==> src/hdl/keyed_cache_lru_random_assert.svh <==
// Assertion macros shared by the cache RTL.
// Include guard keeps one definition per compilation unit.
`ifndef KEYED_CACHE_LRU_RANDOM_ASSERT_SVH
`define KEYED_CACHE_LRU_RANDOM_ASSERT_SVH
// Implication checked on every clock edge outside reset.
`define KC_ASSERT_IMP(label, clk, rst_n, lhs, rhs) \
    label: assert property (@(posedge clk) disable iff (!rst_n) (lhs) |-> (rhs)) \
        else $error("keyed cache check failed");
// Next-cycle implication outside reset.
`define KC_ASSERT_NXT(label, clk, rst_n, lhs, rhs) \
    label: assert property (@(posedge clk) disable iff (!rst_n) (lhs) |=> (rhs)) \
        else $error("keyed cache check failed");
`endif

==> src/hdl/kc_pkg.sv <==
// Package for the keyed cache: op codes, state encoding, LFSR step.
// No dependencies.
`default_nettype none
package kc_pkg;
    localparam logic [1:0] OP_GET = 2'd0;
    localparam logic [1:0] OP_ADD = 2'd1;
    localparam logic [1:0] OP_REM = 2'd2;
    localparam logic       POL_LRU = 1'b0;
    localparam logic [15:0] LFSR_SEED = 16'hACE1;
    localparam logic [15:0] LFSR_TAPS = 16'hB400;
    localparam int KEY_BITS = 64;

    typedef enum logic [3:0] {
        ST_IDLE = 4'b0001,
        ST_LOOK = 4'b0010,
        ST_DONE = 4'b0100,
        ST_OUT  = 4'b1000
    } t_state;

    function automatic logic [15:0] lfsr_next(input logic [15:0] v);
        lfsr_next = v[0] ? ((v >> 1) ^ LFSR_TAPS) : (v >> 1);
    endfunction
endpackage
`default_nettype wire

==> src/hdl/kc_ram.sv <==
// Generic single-port-write RAM with one registered read port.
// No dependencies.
`default_nettype none
module kc_ram #(
    parameter int WIDTH = 32,
    parameter int DEPTH = 16
) (
    input  wire logic                     i_clk,
    input  wire logic                     i_we,
    input  wire logic [$clog2(DEPTH)-1:0] i_waddr,
    input  wire logic [WIDTH-1:0]         i_wdata,
    input  wire logic [$clog2(DEPTH)-1:0] i_raddr,
    output logic [WIDTH-1:0]              o_rdata
);
    logic [WIDTH-1:0] r_mem [DEPTH];

    // write, then register the read word
    always_ff @(posedge i_clk) begin
        if (i_we) begin
            r_mem[i_waddr] <= i_wdata;
        end
        o_rdata <= r_mem[i_raddr];
    end
endmodule
`default_nettype wire

==> src/hdl/keyed_cache_lru_random.sv <==
// Keyed cache top level: tag/rank cells, data RAM and operation sequencer.
// Depends on kc_pkg, kc_ram and keyed_cache_lru_random_assert.svh.
//
//  channel | signals                               | direction
//  in      | i_valid/o_ready, i_op i_id i_payload  | to block
//  out     | o_valid/i_ready, o_found .. o_occupancy| from block
//  cfg     | i_cfg_we, i_cfg_data                  | to block
//
// An item passes through the states in order: accept in idle, tag
// compare and cell update with the data RAM read of the matched
// slot, the result word capture, then the result held until taken.
// Reset (synchronous, active low) clears valid bits, ranks, counters; loads the LFSR seed.
// A stalled output holds the result and blocks the next word.
// The random victim rank is prepared from the LFSR via the registered quotient r_quo, then remainder r_rnd.
`default_nettype none
`include "keyed_cache_lru_random_assert.svh"
module keyed_cache_lru_random
    import kc_pkg::*;
#(
    parameter int ENTRIES      = 16,
    parameter int PAYLOAD_BITS = 32
) (
    input  wire logic        i_clk,
    input  wire logic        i_rst_n,
    input  wire logic        i_valid,
    output logic             o_ready,
    input  wire logic [1:0]  i_op,
    input  wire logic [63:0] i_id,
    input  wire logic [31:0] i_payload,
    input  wire logic        i_cfg_we,
    input  wire logic        i_cfg_data,
    output logic             o_valid,
    input  wire logic        i_ready,
    output logic             o_found,
    output logic [31:0]      o_data,
    output logic             o_evicted,
    output logic [63:0]      o_evicted_key,
    output logic [31:0]      o_hits,
    output logic [31:0]      o_misses,
    output logic [4:0]       o_occupancy
);
    localparam int IW = $clog2(ENTRIES);
    localparam int CW = $clog2(ENTRIES + 1);
    localparam logic [IW-1:0] OLDEST = IW'(ENTRIES - 1);
    localparam int RS = 16 + $clog2(ENTRIES + 1);
    localparam int RM_INT = ((1 << RS) + ENTRIES) / (ENTRIES + 1);
    localparam logic [17:0] RM = 18'(RM_INT);

    t_state r_state, n_state;
    logic              r_policy;
    logic [ENTRIES-1:0] r_vld;
    logic [IW-1:0]     r_rank [ENTRIES];
    logic [KEY_BITS-1:0] r_key [ENTRIES];
    logic [CW-1:0]     r_fill;
    logic [31:0]       r_hits, r_misses;
    logic [15:0]       r_lfsr;
    logic [15:0]       r_quo;
    logic [IW:0]       r_rnd;
    logic [1:0]        r_op;
    logic [63:0]       r_id;
    logic [PAYLOAD_BITS-1:0] r_pay;
    logic              r_found;
    logic              r_found_q;

    // result registers
    logic              r_ovld, r_ofound, r_oev;
    logic [31:0]       r_odata;
    logic [63:0]       r_oekey;

    // compare all key cells against the held id
    logic [ENTRIES-1:0] hit_vec;
    logic               hit_any;
    logic [IW-1:0]      hit_idx;
    always_comb begin
        hit_idx = '0;
        for (int i = ENTRIES - 1; i >= 0; i--) begin
            hit_vec[i] = r_vld[i] && (r_key[i] == r_id);
            if (hit_vec[i]) hit_idx = IW'(i);
        end
        hit_any = |hit_vec;
    end

    // data RAM: read at matched slot, written on add
    logic              ram_we;
    logic [IW-1:0]     ram_wa;
    logic [PAYLOAD_BITS-1:0] ram_rd;
    kc_ram #(.WIDTH(PAYLOAD_BITS), .DEPTH(ENTRIES)) u_data (
        .i_clk(i_clk), .i_we(ram_we), .i_waddr(ram_wa), .i_wdata(r_pay),
        .i_raddr(hit_idx), .o_rdata(ram_rd)
    );

    // LFSR remainder by reciprocal multiplication, quotient then remainder
    logic [33:0] rnd_prod;
    logic [24:0] rnd_qd;
    logic [24:0] rnd_rem;
    assign rnd_prod = {18'd0, r_lfsr} * {16'd0, RM};
    assign rnd_qd   = {9'd0, r_quo} * 25'(ENTRIES + 1);
    assign rnd_rem  = {9'd0, r_lfsr} - rnd_qd;

    // pick the first free slot and the victim
    logic [IW-1:0] free_idx;
    logic [IW:0]   rnd_r;
    logic          self_ev;
    logic [IW-1:0] vic_rank;
    logic [IW-1:0] vic_idx;
    logic          vic_ok;
    always_comb begin
        free_idx = '0;
        for (int i = ENTRIES - 1; i >= 0; i--) begin
            if (!r_vld[i]) free_idx = IW'(i);
        end
        rnd_r    = r_rnd;
        self_ev  = (r_policy != POL_LRU) && (rnd_r == '0);
        vic_rank = (r_policy == POL_LRU) ? OLDEST : IW'(rnd_r - 1'b1);
        vic_idx  = '0;
        vic_ok   = 1'b0;
        for (int i = ENTRIES - 1; i >= 0; i--) begin
            if (r_vld[i] && r_rank[i] == vic_rank) begin
                vic_idx = IW'(i);
                vic_ok  = 1'b1;
            end
        end
    end

    wire do_in  = i_valid && o_ready;
    wire full   = (r_fill == CW'(ENTRIES));
    wire is_add = (r_op == OP_ADD);
    wire ins_new = (r_state == ST_LOOK) && is_add && !hit_any;

    assign ram_we = (r_state == ST_LOOK) && is_add &&
                    (hit_any || !full || (!self_ev && vic_ok));
    assign ram_wa = hit_any ? hit_idx : (!full ? free_idx : vic_idx);

    // sequencer
    always_comb begin
        n_state = r_state;
        unique case (r_state)
            ST_IDLE: if (do_in) n_state = ST_LOOK;
            ST_LOOK: n_state = ST_DONE;
            ST_DONE: n_state = ST_OUT;
            ST_OUT:  if (i_ready) n_state = ST_IDLE;
            default: n_state = ST_IDLE;
        endcase
    end

    assign o_ready = (r_state == ST_IDLE);

    // capture the word, update cells, counters and results
    always_ff @(posedge i_clk) begin
        if (!i_rst_n) begin
            r_state  <= ST_IDLE;
            r_policy <= 1'b0;
            r_vld    <= '0;
            for (int i = 0; i < ENTRIES; i++) r_rank[i] <= '0;
            r_fill   <= '0;
            r_hits   <= '0;
            r_misses <= '0;
            r_lfsr   <= LFSR_SEED;
            r_quo    <= 16'(int'(LFSR_SEED) / (ENTRIES + 1));
            r_rnd    <= (IW + 1)'(int'(LFSR_SEED) % (ENTRIES + 1));
            r_ovld   <= 1'b0;
        end else begin
            r_state <= n_state;
            r_quo   <= 16'(rnd_prod >> RS);
            r_rnd   <= rnd_rem[IW:0];
            if (i_cfg_we) r_policy <= i_cfg_data;
            if (do_in) begin
                r_op  <= i_op;
                r_id  <= i_id;
                r_pay <= PAYLOAD_BITS'(i_payload);
            end
            if (r_state == ST_LOOK) begin
                r_found <= hit_any && (r_op != 2'd3);
                r_oev   <= ins_new && full && (self_ev || vic_ok);
                r_oekey <= !(ins_new && full) ? '0 :
                           self_ev ? r_id : vic_ok ? r_key[vic_idx] : '0;
                priority if (hit_any && (r_op == OP_GET || is_add)) begin
                    if (r_op == OP_GET) r_hits <= r_hits + 32'd1;
                    if (r_policy == POL_LRU) begin
                        for (int i = 0; i < ENTRIES; i++)
                            if (r_vld[i] && r_rank[i] < r_rank[hit_idx])
                                r_rank[i] <= r_rank[i] + 1'b1;
                        r_rank[hit_idx] <= '0;
                    end
                end else if (r_op == OP_GET) begin
                    r_misses <= r_misses + 32'd1;
                end else if (hit_any && r_op == OP_REM) begin
                    r_vld[hit_idx] <= 1'b0;
                    for (int i = 0; i < ENTRIES; i++)
                        if (r_vld[i] && r_rank[i] > r_rank[hit_idx])
                            r_rank[i] <= r_rank[i] - 1'b1;
                    r_fill <= r_fill - 1'b1;
                end else if (ins_new && !full) begin
                    for (int i = 0; i < ENTRIES; i++)
                        if (r_vld[i]) r_rank[i] <= r_rank[i] + 1'b1;
                    r_vld[free_idx]  <= 1'b1;
                    r_key[free_idx]  <= r_id;
                    r_rank[free_idx] <= '0;
                    r_fill <= r_fill + 1'b1;
                end else if (ins_new) begin
                    if (r_policy != POL_LRU) r_lfsr <= lfsr_next(r_lfsr);
                    if (!self_ev && vic_ok) begin
                        // drop victim then insert at front
                        for (int i = 0; i < ENTRIES; i++)
                            if (r_vld[i] && r_rank[i] < vic_rank)
                                r_rank[i] <= r_rank[i] + 1'b1;
                        r_key[vic_idx]  <= r_id;
                        r_rank[vic_idx] <= '0;
                    end
                end else begin
                end
            end
            if (r_state == ST_DONE) begin
                r_ovld   <= 1'b1;
                r_ofound <= r_found;
                r_odata  <= (r_found && r_op == OP_GET) ? 32'(ram_rd) : 32'd0;
            end
            if (r_state == ST_OUT && i_ready) r_ovld <= 1'b0;
        end
    end

    always_ff @(posedge i_clk) r_found_q <= r_found;

    assign o_valid       = r_ovld;
    assign o_found       = r_ofound;
    assign o_data        = r_odata;
    assign o_evicted     = r_oev;
    assign o_evicted_key = r_oekey;
    assign o_hits        = r_hits;
    assign o_misses      = r_misses;
    assign o_occupancy   = 5'(r_fill);

    `KC_ASSERT_IMP(a_fill_bound, i_clk, i_rst_n, 1'b1, r_fill <= CW'(ENTRIES))
    `KC_ASSERT_IMP(a_fill_pop, i_clk, i_rst_n, 1'b1, $countones(r_vld) == 32'(r_fill))
    `KC_ASSERT_IMP(a_out_state, i_clk, i_rst_n, o_valid, r_state == ST_OUT)
    `KC_ASSERT_NXT(a_found_hold, i_clk, i_rst_n, r_state == ST_OUT, r_found_q == r_found)
endmodule
`default_nettype wire
==> config.mk <==
export PLATFORM = sky130hd
export DESIGN_NAME = keyed_cache_lru_random
export DESIGN_NICKNAME = d
export VERILOG_FILES = /design/src/hdl/kc_pkg.sv /design/src/hdl/kc_ram.sv /design/src/hdl/keyed_cache_lru_random.sv
export VERILOG_INCLUDE_DIRS = /design/src /design/src/hdl
export SDC_FILE = /design/constraint.sdc
export NUM_CORES = 2
export LEC_CHECK = 0
export ABC_AREA = 1
export BUFFER_PORTS_ARGS = -buffer_cell sky130_fd_sc_hd__buf_2
export CAP_MARGIN = 20
export CORE_MARGIN = 2
export CORE_UTILIZATION = 40
export CTS_CLUSTER_SIZE = 16
export DETAILED_ROUTE_END_ITERATION = 10
export PLACE_DENSITY = 0.55
export SYNTH_ARGS = -nofsm -noshare
export SYNTH_HDL_FRONTEND = slang
export SYNTH_SLANG_ARGS = --single-unit
export TNS_END_PERCENT = 1
==> constraint.sdc <==
create_clock -name i_clk -period 13.94 [get_ports i_clk]
set_clock_uncertainty 0.15 [all_clocks]
set_input_delay 0 -clock i_clk [delete_from_list [all_inputs] [get_ports i_clk]]
set_output_delay 0 -clock i_clk [all_outputs]
set_load 0.02 [all_outputs]
Yosys cells after proc, flatten, opt, wreduce, memory -nomap -nowiden
Memories as Yosys holds them, arrays and structs flattened. A register that Yosys moved wholly into a read port is not among the register bits.
Index checks and enable logic that the tools add are counted.
- output and inout bits: 169
- register bits: 325
- input bits: 104
- bits in writable memories: 1600
- ROM bits: 0
- word-level logic and storage cells: 1022
- memories: 3
- bits in latches: 0
- shift-type cells: 0
- equal/unequal tests: 42
- div/mod/pow operators: 0
- order comparisons: 52
- bitwise gates (word level): 73
- mux-type cells: 674
- reduce and logical (&&, ||, !) cells: 119
- $mul: 2
- add/sub/neg operators: 38
- memories (memory ; words ; bits a word ; read ports ; clocked after Yosys merged registers in ; write ports ; RTL line ; text):
    r_key ; 16 ; 64 ; 17 ; 0 ; 1 ; keyed_cache_lru_random.sv:53 ; logic [KEY_BITS-1:0] r_key [ENTRIES];
    u_data.r_mem ; 16 ; 32 ; 1 ; 1 ; 1 ; kc_ram.sv:15 ; logic [WIDTH-1:0] r_mem [DEPTH];
    r_rank ; 16 ; 4 ; 17 ; 0 ; 17 ; keyed_cache_lru_random.sv:52 ; logic [IW-1:0] r_rank [ENTRIES];
- operator list (cell ; number):
    $eq A64 B64 Y1 ; 16
    $mux W1 ; 541
    $mux W4 ; 122
    $mux W64 ; 3
    $lt A4 B4 Y1 ; 32
    $logic_and A1 B1 Y1 ; 96
    $sub A4 B1 Y4 const B ; 17
    $add A32 B1 Y32 const B ; 2
    $add A4 B1 Y4 const B ; 16
    $eq A4 B4 Y1 ; 16
    $gt A4 B4 Y1 ; 16
    $or A1 B1 Y1 ; 64
    $reduce_or A64 Y1 ; 1
    $mux W16 ; 3
    $mul A16 B16 Y32 const B ; 1
    $and A16 B16 Y16 ; 1
    $mul A16 B5 Y5 const B ; 1
    $not A16 Y16 ; 1
    $or A16 B16 Y16 ; 1
    $pmux W4 S4 ; 1
    $reduce_or A16 Y1 ; 1
    $lt A4 B5 Y1 const B ; 2
    $mux W5 ; 2
    $demux W1 S4 ; 2
    26 further kinds ; 42

Logic depth before layout (Yosys ltp)
- depth in word-level cells: 32
- depth in mapped cells: 52
- gate-level depth less buffers: 48

Modules after synthesis
Synthesis repeated with hierarchy kept, for this count alone.
- cells, all modules: 10789
- area total of the unflattened synthesis: 101718.8 µm²
- modules (own cells, without submodules) (module ; sequential area each (µm²) ; cells an instance ; times used ; area each (µm²)):
    keyed_cache_lru_random ; 40568.9 ; 8669 ; 1 ; 78988.3
    kc_ram ; 16015.4 ; 2120 ; 1 ; 22730.6

Worst setup path before layout
OpenSTA, ideal clock, no wires.
- path kind: register -> register
- start: register r_state[3]
- end: memory r_key[0][0], enable pin
- data arrival time: 6.889 ns
- path buffers: 0
- library setup time: 0.486 ns
- stages on the path, launching flop included: 15
- clock period less this slack: 7.526 ns
- path slack: 6.414 ns
- path through: dfxtp_1 > nor2_1 > inv_1 > nor3_2 > inv_1 > nor2_2 > inv_1 > nor2_1 > nand4_4 > nand2_1 > o21a_1 > nand2_1 > inv_1 > nand2_1 > nor2_1
- longest elaborated chain between the ends: 13
- elaborated cells on any way between the ends: 22
- ends and longest elaborated chain (what ; RTL line ; text):
    start, declared ; keyed_cache_lru_random.sv:49 ; t_state r_state, n_state;
    start signal, assigned ; keyed_cache_lru_random.sv:163 ; r_state <= n_state;
    $eq A4 B2 Y1 (*) ; keyed_cache_lru_random.sv:128, keyed_cache_lru_random.sv:172 ;
    $logic_and A1 B1 Y1 (2 in series) ; keyed_cache_lru_random.sv:128 ; wire ins_new = (r_state == ST_LOOK) && is_add && !hit_any;
    $mux W1 / $logic_and A1 B1 Y1 (equally long branches) ; keyed_cache_lru_random.sv:200, keyed_cache_lru_random.sv:193 ;
    $mux W1 ; keyed_cache_lru_random.sv:193 ; end else if (ins_new && !full) begin
    $mux W1 ; keyed_cache_lru_random.sv:187 ; end else if (hit_any && r_op == OP_REM) begin
    $mux W1 ; keyed_cache_lru_random.sv:185 ; end else if (r_op == OP_GET) begin
    $mux W1 ; keyed_cache_lru_random.sv:177 ; priority if (hit_any && (r_op == OP_GET || is_add)) begin
    $mux W1 ; keyed_cache_lru_random.sv:172 ; if (r_state == ST_LOOK) begin
    $mux W1 ; keyed_cache_lru_random.sv:150 ; if (!i_rst_n) begin
    $mux W1 (not written as such) ; keyed_cache_lru_random.sv:207 ; r_key[vic_idx] <= r_id;
    $reduce_or A64 Y1 (no source line) ; - ;
    $mux W4 (no source line) / $mux W1 (equally long branches) ; - ;
    end, declared ; keyed_cache_lru_random.sv:53 ;
Every way passes the cells marked *; elsewhere a longest branch is shown, timed or not.

==> flow_results.xml <==
<?xml version="1.0" encoding="UTF-8"?>
<metrics>
  <group name="run_status">
    <metric name="run_status" unit="">finished, violations left</metric>
    <metric name="violations" unit="">max-capacitance violations, max-slew violations</metric>
  </group>
  <group name="synth">
    <metric name="largest_family_of_logic_cells_by_synthesized_area" unit="">simple AND/OR/NAND/NOR gates</metric>
    <metric name="synth-simple-area-share" unit="%">22.1</metric>
    <metric name="synth_fp_nets" unit="">11500</metric>
    <metric name="synth-seq-cells" unit="">1946</metric>
    <metric name="ys_dominant_reg_cell" unit="">sky130_fd_sc_hd__edfxtp_1</metric>
    <metric name="post_synth_fa_ha_maj_area_fraction" unit="%">4.48</metric>
    <metric name="synth.avg_cell_area" unit="um^2">9.24</metric>
    <metric name="synth_cell_types" unit="">71</metric>
    <metric name="syn_area" unit="mm^2">0.102</metric>
    <metric name="syn-instance-count" unit="">11100</metric>
    <metric name="synth-async-reset-ratio" unit="%">0</metric>
    <metric name="yosysTopAreaCell" unit="">sky130_fd_sc_hd__edfxtp_1</metric>
    <metric name="synth_top_cell_area_share" unit="%">51.7</metric>
    <metric name="share_of_the_yosys_chip_area_belonging_to_registers" unit="%">55.3</metric>
    <metric name="number_of_synthesized_flops_with_an_enable_pin" unit="">1761</metric>
    <metric name="multiplexer_fraction_of_the_synthesized_cell_area" unit="%">0.0220</metric>
    <metric name="synth-warning-count" unit="">0</metric>
    <metric name="compound_cell_area_share_of_the_yosys_netlist" unit="%">8.46</metric>
    <metric name="post_synth_main_area_contributors" unit="">sky130_fd_sc_hd__edfxtp_1, sky130_fd_sc_hd__nand2_1, sky130_fd_sc_hd__nand3_1</metric>
    <metric name="synth-xor-area-share" unit="%">2.76</metric>
  </group>
  <group name="global_routing">
    <metric name="largest_net_degree_at_the_start_of_global_routing" unit="">141</metric>
    <metric name="grt_use_total" unit="%">43.6</metric>
    <metric name="globalRouteOverflowTotal" unit="">0</metric>
    <metric name="vias_in_the_first_global_route" unit="">84500</metric>
    <metric name="first_pass_grt_wire_length" unit="um">763000</metric>
    <metric name="antenna_found_initial" unit="">86</metric>
  </group>
  <group name="timing">
    <metric name="maxSlewHeadroom" unit="%">-5.81</metric>
    <metric name="tmin_final" unit="ns">9.89</metric>
    <metric name="layout_worst_path_cycle_share" unit="%">70.9</metric>
    <metric name="setup_viol" unit="">0</metric>
    <metric name="grt_setup_unrepaired" unit="">false</metric>
    <metric name="worstMarginPinSlew" unit="ns">1.58</metric>
    <metric name="timing.setup.tns" unit="ns">0</metric>
    <metric name="whs" unit="ns">0.123</metric>
    <metric name="final_hold_viol_count" unit="">0</metric>
    <metric name="final_number_of_max_transition_violations" unit="">6</metric>
    <metric name="max_clock_freq" unit="GHz">0.101</metric>
  </group>
  <group name="layout">
    <metric name="layout.cells.most_common" unit="">sky130_fd_sc_hd__nand2_1</metric>
    <metric name="finalNetCount" unit="">11900</metric>
    <metric name="layout_cells_sized_above_1" unit="%">9.08</metric>
    <metric name="layout.cell_area.non_filler" unit="mm^2">0.117</metric>
    <metric name="layout.cells.most_common_list" unit="">sky130_fd_sc_hd__nand2_1, sky130_fd_sc_hd__edfxtp_1, sky130_fd_sc_hd__nand3_1, sky130_fd_sc_hd__inv_1, sky130_fd_sc_hd__nor2_1</metric>
    <metric name="area_growth" unit="%">14.6</metric>
  </group>
  <group name="worst_setup_path">
    <metric name="required" unit="ns">14.54</metric>
    <metric name="critical-path-max-stage-delay" unit="ns">0.69</metric>
    <metric name="critical_path.endpoint_type" unit="">flip-flop</metric>
    <metric name="crit_path_frequent_cell" unit="">sky130_fd_sc_hd__nand2_1</metric>
    <metric name="cp_slowest_cell" unit="">sky130_fd_sc_hd__nor2_1</metric>
    <metric name="path_max_fanout" unit="">87</metric>
    <metric name="critical_path_arrival" unit="ns">10.49</metric>
    <metric name="setup.worst_path.class" unit="">reg -&gt; reg</metric>
    <metric name="startpoint_type" unit="">flip-flop</metric>
    <metric name="worst-r2r-setup-slack" unit="ns">4.05</metric>
  </group>
  <group name="die">
    <metric name="initial_core_util" unit="%">40.2</metric>
    <metric name="chipWidth" unit="um">510</metric>
    <metric name="die_h" unit="um">510</metric>
    <metric name="floorplan.core_area" unit="mm^2">0.254</metric>
    <metric name="floorplan.die_area" unit="mm^2">0.260</metric>
    <metric name="top_level_ports" unit="">273</metric>
    <metric name="std_cell_rows" unit="">185</metric>
  </group>
  <group name="clock_network">
    <metric name="cts.repair.resized" unit="">0</metric>
    <metric name="cts_tree" unit="">built</metric>
    <metric name="clock_latency" unit="ns">0.98</metric>
    <metric name="clock_tree.htree_level_count" unit="">4</metric>
    <metric name="maximum_root_to_sink_buffer_count" unit="">4</metric>
    <metric name="postCtsSetupRepairBufs" unit="">0</metric>
    <metric name="clock_sink_count" unit="">1946</metric>
    <metric name="cts.root.buffer_cell" unit="">sky130_fd_sc_hd__clkbuf_16</metric>
    <metric name="holdBufCountCts" unit="">208</metric>
    <metric name="clkSlewWorstSetupHoldPaths" unit="ns">0.06</metric>
    <metric name="cts_buffers" unit="">231</metric>
  </group>
  <group name="route">
    <metric name="routed_wl" unit="um">582000</metric>
    <metric name="dr.first_iter.drc_count" unit="">17200</metric>
    <metric name="detailroute.via_count" unit="">94400</metric>
    <metric name="avgViaCountPerCell" unit="">6.28</metric>
    <metric name="detail_route.drc_violations" unit="">0</metric>
    <metric name="drt-wirelength-per-cell" unit="um">38.7</metric>
    <metric name="drt_pass1_iterations" unit="">7</metric>
    <metric name="drt.antenna.violating_nets" unit="">0</metric>
  </group>
  <group name="power">
    <metric name="total_leakage_power" unit="nW">45.8</metric>
    <metric name="power.density_cell_area" unit="mW/mm^2">114</metric>
    <metric name="power.ir.vdd_worst" unit="mV">0.110</metric>
  </group>
  <group name="place">
    <metric name="place_congestion" unit="">1.16</metric>
    <metric name="post_dp_cell_area" unit="mm^2">0.107</metric>
    <metric name="portBuffers" unit="">272</metric>
    <metric name="place_hpwl" unit="um">413000</metric>
  </group>
  <group name="run">
    <metric name="cap_viol_max_count" unit="">1</metric>
  </group>
  <group name="worst_hold_path">
    <metric name="hold_class" unit="">in -&gt; reg</metric>
  </group>
</metrics>
[flip-flops by register name, indices dropped and copies added, names as in the netlist, 2 cells and up]
name	count
o_misses	32
r_id	64
r_state	4
o_data	32
o_hits	32
r_op	2
r_lfsr	16
u_data.o_rdata	32
o_evicted_key	64
u_data.r_mem	512
r_key	1024
r_pay	32
r_rnd	5
o_occupancy	5
r_vld	16
r_quo	5
r_rank	64
[report_power, final]
part	switching (mW)	internal (mW)
clock network	2.64	3.53
registers	0.0470	6.37
logic	0.571	0.186
total	3.26	10.1
[worst paths after layout]
kind	startpoint	endpoint	depth (start not counted)
setup reg to reg	r_id[51]	r_rank[8][3]	36
setup / recovery	r_id[51]	r_rank[8][3]	36
hold reg to reg	o_hits[31]	o_hits[31]	2
hold / removal	i_id[50]	r_id[50]	3
[metal layers]
metal	vias up	track usage, %	share of wire (%)	wire length, um
met3	1142	21.4	16	95700
met2	7455	58.2	39	225000
li1	38800	-	-	-
met5	-	1.37	0.093	541
met1	46900	59.6	40	232000
met4	62	17.3	4.8	28100
[per-stage QoR]
step | cells | worst slack [ns] | util [%] | total power [mW]
floorplan | 11100 | 6.41 | - | 6.84
global placement | 14400 | 4.43 | 42.2 | 7.19
detailed placement | 14400 | 4.64 | 42.2 | 7.20
CTS | 15000 | 4.52 | 46.0 | 13.3
global route | 15000 | 3.88 | 46.1 | 13.6
finish | 15000 | 4.05 | 46.1 | 13.4
[worst max-delay path: cells and delay by family, from the launching register on]
kind | cells | cell delay (ns)
AOI/OAI and AO/OA | 8 | 1.54
adders and majority gates | 1 | 0.28
DFF | 1 | 0.36
buffers and inverters | 7 | 2.33
and+or+nand+nor | 20 | 4.94
[Yosys cell counts (185+ instances only)]
cell and n:
sky130_fd_sc_hd__nand2_1 2571, sky130_fd_sc_hd__edfxtp_1 1761, sky130_fd_sc_hd__nand3_1 1232, sky130_fd_sc_hd__inv_1 1079, sky130_fd_sc_hd__nor2_1 811, sky130_fd_sc_hd__o21ai_0 634
sky130_fd_sc_hd__a21oi_1 408, sky130_fd_sc_hd__nand4_1 373, sky130_fd_sc_hd__clkbuf_1 307, sky130_fd_sc_hd__ha_1 258, sky130_fd_sc_hd__o211ai_1 196, sky130_fd_sc_hd__dfxtp_1 185
[kinds of logic (layout without fill, tap and decap cells)]
group / Yosys count / count (layout)
AO/OA/AOI/OAI: 1560 / 1560
XOR/XNOR: 323 / 323
adder cells (fa/ha/maj): 326 / 326
buffers and inverters: 1737 / 2294
flip-flops: 1946 / 1946
multiplexers: 2 / 2
other: 0 / 35
AND/OR/NAND/NOR: 5190 / 5190
[layout make-up]
type	instances	area, um^2
fillers	24400	137000
clock inverters	131	1280
multi-input cells	7401	39100
flip-flops and latches	1946	56600
repair buffers	730	5470
diodes	35	87.6
inverters	1144	4340
clock buffers	289	6250
well taps	3366	4210
Note: power is estimated with default switching activity, not from simulation.
